--- src/rtl/mbp_pkg.sv ---
// Shared constants and types for the MSB-first bit packer.
package mbp_pkg;

   localparam int MAX_FIELD_BITS = 32;
   localparam int FIELD_W        = 32;
   localparam int NUM_BITS_W     = 6;
   localparam int BYTE_W         = 8;
   localparam int PEND_W         = 3;

   // Pending bits plus one full field, with room for the partial byte on top.
   localparam int ACC_W     = BYTE_W + MAX_FIELD_BITS;
   localparam int MAX_BYTES = (BYTE_W - 1 + MAX_FIELD_BITS) / BYTE_W;
   localparam int OUT_BITS  = MAX_BYTES * BYTE_W;
   localparam int NB_W      = $clog2(MAX_FIELD_BITS + 1);
   localparam int TOT_W     = $clog2(ACC_W);
   localparam int SH_W      = $clog2(ACC_W + 1);
   localparam int CNT_W     = $clog2(MAX_BYTES + 1);

   localparam int Q_DEPTH = 2;
   localparam int QPTR_W  = $clog2(Q_DEPTH);
   localparam int QCNT_W  = $clog2(Q_DEPTH + 1);

   localparam logic MODE_WRITE = 1'b0;
   localparam logic MODE_FLUSH = 1'b1;

   typedef struct packed {
      logic [OUT_BITS-1:0] data;
      logic [CNT_W-1:0]    count;
   } mbp_entry_type;

endpackage

--- src/rtl/mbp_front.sv ---
// Front end: accepts transactions, merges bits into the partial byte, forms byte groups.
module mbp_front (
   input  logic                          clock,
   input  logic                          reset,
   input  logic                          accept,
   input  logic                          mode,
   input  logic [mbp_pkg::FIELD_W-1:0]   field_value,
   input  logic [mbp_pkg::NUM_BITS_W-1:0] num_bits,
   output logic                          q_push,
   output mbp_pkg::mbp_entry_type        q_entry
);

   logic [mbp_pkg::BYTE_W-1:0] partial_ff, partial_in;
   logic [mbp_pkg::PEND_W-1:0] pending_ff, pending_in;

   logic [mbp_pkg::NB_W-1:0]                    nb;
   logic [mbp_pkg::ACC_W+mbp_pkg::FIELD_W-1:0]  fv_wide;
   logic [mbp_pkg::ACC_W-1:0]                   val_m;
   logic [mbp_pkg::ACC_W-1:0]                   acc;
   logic [mbp_pkg::ACC_W-1:0]                   rest;
   logic [mbp_pkg::SH_W-1:0]                    sh;
   logic [mbp_pkg::TOT_W-1:0]                   total;
   logic [mbp_pkg::CNT_W-1:0]                   bytes;

   always_comb begin
      if (num_bits > mbp_pkg::NUM_BITS_W'(mbp_pkg::MAX_FIELD_BITS)) begin
         nb = mbp_pkg::NB_W'(mbp_pkg::MAX_FIELD_BITS);
      end else begin
         nb = num_bits[mbp_pkg::NB_W-1:0];
      end
      fv_wide = {{mbp_pkg::ACC_W{1'b0}}, field_value};
      // keep only the low nb bits; bits beyond the field port read as zero
      for (int i = 0; i < mbp_pkg::ACC_W; i++) begin
         val_m[i] = (i < int'(nb)) ? fv_wide[i] : 1'b0;
      end
      sh    = mbp_pkg::SH_W'(mbp_pkg::ACC_W) - mbp_pkg::SH_W'(pending_ff)
              - mbp_pkg::SH_W'(nb);
      acc   = {partial_ff, {(mbp_pkg::ACC_W - mbp_pkg::BYTE_W){1'b0}}} | (val_m << sh);
      total = mbp_pkg::TOT_W'(pending_ff) + mbp_pkg::TOT_W'(nb);
      bytes = mbp_pkg::CNT_W'(total >> 3);
      rest  = acc << {total[mbp_pkg::TOT_W-1:3], 3'b000};

      partial_in = partial_ff;
      pending_in = pending_ff;
      q_push     = 1'b0;
      q_entry.data  = acc[mbp_pkg::ACC_W-1 -: mbp_pkg::OUT_BITS];
      q_entry.count = bytes;

      if (accept) begin
         if (mode == mbp_pkg::MODE_FLUSH) begin
            q_entry.data  = {partial_ff, {(mbp_pkg::OUT_BITS - mbp_pkg::BYTE_W){1'b0}}};
            q_entry.count = mbp_pkg::CNT_W'(1);
            if (pending_ff != '0) begin
               q_push     = 1'b1;
               partial_in = '0;
               pending_in = '0;
            end
         end else begin
            q_push     = (bytes != '0);
            partial_in = rest[mbp_pkg::ACC_W-1 -: mbp_pkg::BYTE_W];
            pending_in = total[mbp_pkg::PEND_W-1:0];
         end
      end
   end

   always_ff @(posedge clock) begin
      if (reset) begin
         partial_ff <= '0;
         pending_ff <= '0;
      end else begin
         partial_ff <= partial_in;
         pending_ff <= pending_in;
      end
   end

endmodule

--- src/rtl/mbp_queue.sv ---
// Short queue of byte groups between the front and back ends.
module mbp_queue (
   input  logic                   clock,
   input  logic                   reset,
   input  logic                   push,
   input  mbp_pkg::mbp_entry_type push_entry,
   input  logic                   pop,
   output mbp_pkg::mbp_entry_type head_entry,
   output logic                   q_full,
   output logic                   q_valid
);

   mbp_pkg::mbp_entry_type entry_ff [mbp_pkg::Q_DEPTH];
   logic [mbp_pkg::QPTR_W-1:0] wr_ptr_ff, wr_ptr_in;
   logic [mbp_pkg::QPTR_W-1:0] rd_ptr_ff, rd_ptr_in;
   logic [mbp_pkg::QCNT_W-1:0] cnt_ff, cnt_in;
   logic do_push, do_pop;

   assign q_full     = (cnt_ff == mbp_pkg::QCNT_W'(mbp_pkg::Q_DEPTH));
   assign q_valid    = (cnt_ff != '0);
   assign head_entry = entry_ff[rd_ptr_ff];
   assign do_push    = push && !q_full;
   assign do_pop     = pop && q_valid;

   always_comb begin
      wr_ptr_in = wr_ptr_ff;
      rd_ptr_in = rd_ptr_ff;
      cnt_in    = cnt_ff;
      if (do_push) begin
         wr_ptr_in = (wr_ptr_ff == mbp_pkg::QPTR_W'(mbp_pkg::Q_DEPTH - 1)) ? '0
                     : wr_ptr_ff + 1'b1;
      end
      if (do_pop) begin
         rd_ptr_in = (rd_ptr_ff == mbp_pkg::QPTR_W'(mbp_pkg::Q_DEPTH - 1)) ? '0
                     : rd_ptr_ff + 1'b1;
      end
      if (do_push && !do_pop) begin
         cnt_in = cnt_ff + 1'b1;
      end else if (do_pop && !do_push) begin
         cnt_in = cnt_ff - 1'b1;
      end
   end

   always_ff @(posedge clock) begin
      if (reset) begin
         wr_ptr_ff <= '0;
         rd_ptr_ff <= '0;
         cnt_ff    <= '0;
      end else begin
         wr_ptr_ff <= wr_ptr_in;
         rd_ptr_ff <= rd_ptr_in;
         cnt_ff    <= cnt_in;
      end
   end

   always_ff @(posedge clock) begin
      if (do_push) begin
         entry_ff[wr_ptr_ff] <= push_entry;
      end
   end

endmodule

--- src/rtl/mbp_back.sv ---
// Back end: sends each byte group out one byte per transaction, marking the last.
module mbp_back (
   input  logic                        clock,
   input  logic                        reset,
   input  logic                        q_valid,
   input  mbp_pkg::mbp_entry_type      head_entry,
   output logic                        q_pop,
   input  logic                        pop,
   output logic                        empty,
   output logic [mbp_pkg::BYTE_W-1:0]  out_byte,
   output logic                        last_byte
);

   logic                         busy_ff, busy_in;
   logic [mbp_pkg::CNT_W-1:0]    rem_ff, rem_in;
   logic [mbp_pkg::OUT_BITS-1:0] data_ff, data_in;
   logic                         sent;

   assign empty     = !busy_ff;
   assign out_byte  = data_ff[mbp_pkg::OUT_BITS-1 -: mbp_pkg::BYTE_W];
   assign last_byte = (rem_ff == mbp_pkg::CNT_W'(1));
   assign sent      = busy_ff && pop;

   always_comb begin
      busy_in = busy_ff;
      rem_in  = rem_ff;
      data_in = data_ff;
      q_pop   = 1'b0;
      if (!busy_ff || (sent && last_byte)) begin
         // load the next group as soon as the current one is done
         q_pop   = q_valid;
         busy_in = q_valid;
         rem_in  = head_entry.count;
         data_in = head_entry.data;
      end else if (sent) begin
         rem_in  = rem_ff - 1'b1;
         data_in = data_ff << mbp_pkg::BYTE_W;
      end
   end

   always_ff @(posedge clock) begin
      if (reset) begin
         busy_ff <= 1'b0;
      end else begin
         busy_ff <= busy_in;
      end
   end

   always_ff @(posedge clock) begin
      rem_ff  <= rem_in;
      data_ff <= data_in;
   end

endmodule

--- src/rtl/msb_first_bit_packer.sv ---
// MSB-first bit packer top level.
// Bytes pass the queue entry, then the back-end data register, to the result ports.
// Throughput: one byte per cycle on the result side while pop is held; a write filling N
// bytes (at most 4) is sent by the back end one byte per pop.
// Items that produce no byte do not enter the queue. full rises while the 2-entry queue is full.
// Reset (synchronous, active high) clears the partial byte, pending count and queue.
module msb_first_bit_packer (
   input  logic                            clock,
   input  logic                            reset,
   input  logic                            push,
   output logic                            full,
   input  logic                            req_mode,
   input  logic [mbp_pkg::FIELD_W-1:0]     req_field_value,
   input  logic [mbp_pkg::NUM_BITS_W-1:0]  req_num_bits,
   output logic                            empty,
   input  logic                            pop,
   output logic [mbp_pkg::BYTE_W-1:0]      rsp_out_byte,
   output logic                            rsp_last_byte
);

   logic                   accept;
   logic                   f_push;
   mbp_pkg::mbp_entry_type f_entry;
   mbp_pkg::mbp_entry_type head_entry;
   logic                   q_full, q_valid, q_pop;

   assign full   = q_full;
   assign accept = push && !q_full;

   mbp_front u_front (
      .clock       (clock),
      .reset       (reset),
      .accept      (accept),
      .mode        (req_mode),
      .field_value (req_field_value),
      .num_bits    (req_num_bits),
      .q_push      (f_push),
      .q_entry     (f_entry)
   );

   mbp_queue u_queue (
      .clock      (clock),
      .reset      (reset),
      .push       (f_push),
      .push_entry (f_entry),
      .pop        (q_pop),
      .head_entry (head_entry),
      .q_full     (q_full),
      .q_valid    (q_valid)
   );

   mbp_back u_back (
      .clock      (clock),
      .reset      (reset),
      .q_valid    (q_valid),
      .head_entry (head_entry),
      .q_pop      (q_pop),
      .pop        (pop),
      .empty      (empty),
      .out_byte   (rsp_out_byte),
      .last_byte  (rsp_last_byte)
   );

endmodule

--- config.mk ---
export PLATFORM = sky130hd
export DESIGN_NAME = msb_first_bit_packer
export DESIGN_NICKNAME = d
export VERILOG_FILES = /design/src/rtl/mbp_pkg.sv /design/src/rtl/mbp_front.sv /design/src/rtl/mbp_queue.sv /design/src/rtl/mbp_back.sv /design/src/rtl/msb_first_bit_packer.sv
export SDC_FILE = /design/constraint.sdc
export NUM_CORES = 1
export LEC_CHECK = 0
export BUFFER_PORTS_ARGS = -buffer_cell sky130_fd_sc_hd__buf_2
export CAP_MARGIN = 10
export CORE_UTILIZATION = 35
export DETAILED_ROUTE_END_ITERATION = 7
export PLACE_DENSITY_LB_ADDON = 0.08
export SETUP_SLACK_MARGIN = 0.5
export SYNTH_ARGS = -nofsm -noshare
export SYNTH_HDL_FRONTEND = slang
export SYNTH_SLANG_ARGS = --single-unit
--- constraint.sdc ---
create_clock -name clock -period 8.6 [get_ports clock]
set_input_delay 1.72 -clock clock [delete_from_list [all_inputs] [get_ports clock]]
set_output_delay 1.72 -clock clock [all_outputs]
set_load 0.05 [all_outputs]
# ---- Yosys cells after proc, flatten, opt, wreduce, memory -nomap -nowiden
# Memory sizes are Yosys's and may differ from the RTL's. A register that Yosys moved wholly into a read port is not among the register bits.
# Index checks and enable logic that the tools add are counted.
dict set report classes {
  addsub 8
  order_cmp 33
  n_eq_ne 3
  shift 2
  n_mux 55
  bitwise 1
  reduce_logical 18
}
# cell count
set ops {}
lappend ops {{5-bit by 6-bit less-than comparator with 1-bit output (first input constant)} 16}
lappend ops {{35-bit 2-to-1 mux} 2}
lappend ops {{32-bit 2-to-1 mux} 2}
lappend ops {{4-bit by 6-bit less-than comparator with 1-bit output (first input constant)} 8}
lappend ops {{1-bit 2-to-1 mux} 42}
lappend ops {{40-bit OR} 1}
lappend ops {{32-bit by 6-bit << shifter with 40-bit output} 1}
lappend ops {{40-bit by 6-bit << shifter with 40-bit output} 1}
lappend ops {{3-bit by 6-bit less-than comparator with 1-bit output (first input constant)} 4}
lappend ops {{8-bit 2-to-1 mux} 2}
lappend ops {{1-bit by 6-bit less-than comparator with 1-bit output (first input constant)} 2}
lappend ops {{2-bit by 6-bit less-than comparator with 1-bit output (first input constant)} 2}
lappend ops {{3-bit 2-to-1 mux} 4}
lappend ops {{1-bit logical AND} 7}
lappend ops {{3-bit by 6-bit adder with 6-bit output} 1}
lappend ops {{6-bit > comparator (second input constant)} 1}
lappend ops {{6-bit 2-to-1 mux} 1}
lappend ops {{2-bit nonzero test} 3}
lappend ops {{3-bit nonzero test} 2}
lappend ops {{6-bit by 3-bit subtractor with 6-bit output (first input constant)} 1}
lappend ops {{6-bit subtractor} 1}
lappend ops {{1-bit logical NOT} 4}
lappend ops {{2-bit 2-to-1 mux} 2}
lappend ops {{3-bit by 1-bit == test with 1-bit output (second input constant)} 1}
lappend ops {{8 further kinds} 9}
dict set report totals {
  regBits 51
  ramBits 70
  in_bits 43
  output_inout_bits 11
  word_cells 129
  memories 1
}
# memory words word_bits read_ports rd_ports_with_merged_regs write_ports line
set mem_list {}
lappend mem_list {u_queue.entry_ff 2 35 1 1 1 mbp_queue.sv:13} ;# mbp_pkg::mbp_entry_type entry_ff [mbp_pkg::Q_DEPTH];

# ---- Logic depth before layout (Yosys ltp)
dict set report depth {
  ltp_word 11
  mapped_depth 17
  ltp_nobuf 15
}

# ---- Cells and area by module
# From an unflattened synthesis, not the netlist that was laid out.
dict set report hier_totals {
  cells_unflattened 919
  area_unflattened_um2 9261.4
}
# mod instances cells_per_inst area_per_inst_um2
set modules_own_cells {}
lappend modules_own_cells {mbp_front 1 686 4788.3}
lappend modules_own_cells {mbp_queue 1 134 2736.4}
lappend modules_own_cells {mbp_back 1 98 1722.9}
lappend modules_own_cells {msb_first_bit_packer 1 1 13.8}

# ---- Least setup slack after synthesis
# No wires, ideal clock.
dict set report synth_path {
  path_kind {input port to flip-flop}
  from {input req_num_bits[5] (netlist bit)}
  to {memory u_queue.entry_ff[0][0] (netlist bit), enable pin}
  setup_time_ns 0.471
  t_arrival_ns 6.114
  path_slack_ns 2.015
  path_stages 11
  n_path_buf 3
  path_cell_list {buf_2 > buf_2 > buf_2 > nor2b_1 > inv_1 > fa_1 > nor2b_1 > o21a_1 > mux2i_1 > nor4_1 > nor3_1}
}
dict set report synth_via {
  elab_chain_len 9
}
# element line
set synth_lines {}
lappend synth_lines {{start: declaration} msb_first_bit_packer.sv:14} ;# input logic [mbp_pkg::NUM_BITS_W-1:0] req_num_bits,
lappend synth_lines {{6-bit > comparator} mbp_front.sv:26} ;# if (num_bits > mbp_pkg::NUM_BITS_W'(mbp_pkg::MAX_FIELD_BITS)) begin
lappend synth_lines {{6-bit 2-to-1 mux (*)} mbp_front.sv:26}
lappend synth_lines {{3-bit by 6-bit adder with 6-bit output (*)} mbp_front.sv:39} ;# total = mbp_pkg::TOT_W'(pending_ff) + mbp_pkg::TOT_W'(nb);
lappend synth_lines {{3-bit nonzero test (*)} mbp_front.sv:59} ;# q_push = (bytes != '0);
lappend synth_lines {{1-bit 2-to-1 mux (*)} mbp_front.sv:50} ;# if (mode == mbp_pkg::MODE_FLUSH) begin
lappend synth_lines {{1-bit 2-to-1 mux (*)} mbp_front.sv:49} ;# if (accept) begin
lappend synth_lines {{1-bit logical AND (*)} mbp_queue.sv:22} ;# assign do_push = push && !q_full;
lappend synth_lines {{1-bit 2-to-1 mux (*)} mbp_queue.sv:57} ;# if (do_push) begin
lappend synth_lines {{1-bit 2-to-1 mux (implied by the code) (*)} mbp_queue.sv:58} ;# entry_ff[wr_ptr_ff] <= push_entry;
lappend synth_lines {{end: declaration} mbp_queue.sv:13}
# Every way passes the cells marked *; elsewhere a longest branch is shown, timed or not.

==> impl_metrics.yaml <==
critical_path:
  worst-path-max-fanout: 33
  cpPeakStageDelay_ns: 0.58
  crit_slowest_cell: "mux4_2"
  critPathLaunch: "req_num_bits[5]"
  cp_common_cell: "a21oi_1"
  crit_path_end_kind: "flip-flop"
  cp_top_family: "buffers and inverters"
  cp_cell_sequence: "buf_2 > clkinv_1 > nand2_1 > ha_2 > buf_4 > inv_1 > o311ai_0 > a21oi_1 > mux4_2 > a222oi_1 > a21oi_1 > or2_1"
  critPathArrivalTime_ns: 6.14
  worstPathBufferInverterCount: 4
  cp-start-kind: "primary input"
  critical_path_class: "primary input to flip-flop"
  crit_required_ns: 8.77
  rr_startpoint: "u_front.pending_ff[1]$_SDFFE_PP0P_"
detailed_routing:
  antenna_left: 0
  drt_iter0_markers: 786
  via_per_inst: 6.096
  vias: 7510
  wire_per_inst_microns: 23.27
  drc: 0
  firstDrtPassIters: 5
  finalWirelength_microns: 28670
status:
  status: "finished clean"
logic_synthesis:
  synth_area_sq_um: 8422
  syn_nets: 941
  synthArstFlopShare: 0
  syn_avg_cell_area_sq_um: 9.527
  synth_top_cell_by_area: "edfxtp_1"
  synth_cells: 884
  synth_ff_type: "edfxtp_1"
  synth_top_area_share: 0.3744
  synth_edf_count: 105
  synth_seq_cells: 122
  synth_area_leaders: "edfxtp_1, mux2i_1, dfxtp_1, nor2_1, nand2_1"
  ys_seq_area_frac: 0.4148
  ys_types: 83
  yosysWarnings: 0
power_and_ir_drop:
  ir_drop_mv: 0.1559
  power_density_nw_per_um2: 281.4
  power_leakage_nw: 3.380
  totalPowerFinal_mw: 2.677
timing:
  tightest_slew_ns: 1.024
  fin_crit_sh: 0.6946
  finalSetupViolations: 0
  rsz0062_at_grt: "no"
  finalHoldViolations: 0
  slew_viol_final: 0
  hold-worst-slack_ns: 0.5184
  fin_skew_ns: 0.01966
  fmax_mhz: 167.4
  finalSetupTns_ns: 0
  period_needed_ns: 5.973
  slew_headroom: 0.2975
clock_tree:
  clk-insertion-delay-late_ns: 0.43
  post_cts_buffers: 0
  numCtsBuffers: 17
  holdBufCountCts: 0
  clock-root-buffer: "clkbuf_16"
  cts_tree: "done"
  cts.sinks: 122
  path_clk_slew_ns: 0.06
  clock_path_buffers: 2
  h-tree-depth: 4
  post_cts_resized: 0
layout:
  drive_gt1_frac: 0.1522
  final_nets: 957
  fillers: 2375
  synthToLayoutAreaGrowth_pct: 12.95
  fin_cells: 1232
  diodes: 0
floorplanning:
  start_util: 0.3577
  rows: 56
  die_h_microns: 157.1
  core_area_sq_um: 23540
  ios: 54
  die_x_microns: 157.1
  dieArea_sq_um: 24690
global_routing:
  grt_overflow: 0
  grt_pass1_vias: 7221
  grt_max_degree: 65
  antenna_found_initial: 0
  grt_pass1_wl_microns: 44260
  grt_usage: 0.2399
place:
  place_inst: 1200
  port_buffers: 53
  dpl.hpwl_microns: 21060
  place_congestion: 0.9515
flow_run:
  drv_cap: 0
hold_path:
  min_path_type: "flip-flop to flip-flop"
  hold_start: "u_queue.rd_ptr_ff$_SDFFE_PP0P_"
[through the flow]
step,cell area [sq um],worst slack (ns),utilization
3_5_place_dp,8924,2.320,0.3790
5_1_grt,9513,2.288,0.4041
3_3_place_gp,8919,2.316,0.3788
4_1_cts,9513,2.786,0.4041
2_1_floorplan,8422,2.015,-
6_report,9513,2.627,0.4041
[synth_stat cells (10+ instances only)]
cell	count
edfxtp_1	105
nor2_1	87
nand2_1	83
o21ai_0	56
mux2i_1	55
clkbuf_1	43
a21oi_1	41
nor3_1	29
inv_1	20
a211oi_1	17
dfxtp_1	17
buf_2	15
nand3_1	15
o211ai_1	14
ha_1	12
nand2b_1	12
nor4_1	12
nor2b_1	11
mux2_2	10
[layout by cell type, fill, tap and decap left out, types with 9 or more instances in the layout]
master	n
edfxtp_1	105
nor2_1	87
nand2_1	83
o21ai_0	56
mux2i_1	55
buf_2	54
a21oi_1	40
nor3_1	27
inv_1	20
buf_4	18
a211oi_1	17
clkbuf_16	17
dfxtp_1	16
nand3_1	15
o211ai_1	14
nor4_1	12
nand2b_1	11
nor2b_1	11
ha_1	11
mux2_2	10
o21a_1	9
or3_1	9
mux4_2	9
o311a_1	9
o211a_1	9
o221ai_1	9
[flip-flops by register name (all words and copies together) (netlist names), named ones only]
| signal | count |
|---|---|
| u_queue.entry_ff | 70 |
| u_back.data_ff | 32 |
| u_front.partial_ff | 8 |
| u_back.rem_ff | 3 |
| u_front.pending_ff | 3 |
| u_queue.cnt_ff | 2 |
| u_back.busy_ff | 1 |
| u_queue.rd_ptr_ff | 1 |
| u_queue.wr_ptr_ff | 1 |
[final cells by class]
cell class	instances	area [sq um]	area share
clock inverters	15	163.9	0.01723
flip-flops and latches	122	3495	0.3674
inverters	21	78.83	0.008286
multi-input cells	666	4546	0.4778
repair buffers	72	405.4	0.04261
clock buffers	17	425.4	0.04472
well taps	319	399.1	0.04196
[report_power, final]
group | internal (mW) | leakage [nW] | switching, mW
sequential | 0.845 | 1.17 | 0.0433
clock | 0.432 | 0.281 | 0.281
combinational | 0.337 | 1.93 | 0.740
total | 1.61 | 3.38 | 1.06
[worst reg2reg max path, delay by kind of cell (launching register included)]
family          cells  cell delay [ns]
buf+inv             4             1.21
compound gates      4             1.14
fa+ha+maj           3             1.03
simple gates        2             0.50
flops               1             0.35
[kinds of logic after synthesis]
family / share of synthesized area
muxes: 0.1044
and+or+nand+nor: 0.1606
AOI/OAI and AO/OA: 0.2396
buffers and inverters: 0.04858
xor gates and xnor gates: 0.009360
adders and majority gates: 0.02258
DFF: 0.4148
[layer usage]
layer  track usage  vias to the layer above  part of all wire
met5             0                        -                 0
met4       0.07351                        0             0.020
met1        0.3178                     3669              0.44
met3       0.04736                       37             0.066
li1              -                     3461                 -
met2        0.3939                      343              0.47
[worst paths after layout]
kind | to | cells past startpoint | slack (ns)
max | u_queue.entry_ff[0][30]$_DFFE_PP_ | 12 | 2.63
min | flip-flop | 2 | 0.52
max reg2reg | u_front.partial_ff[4]$_SDFFE_PP0P_ | 13 | 4.29
min reg2reg | flip-flop | 2 | 0.52
No activity file was read; power rests on OpenSTA's default activity.
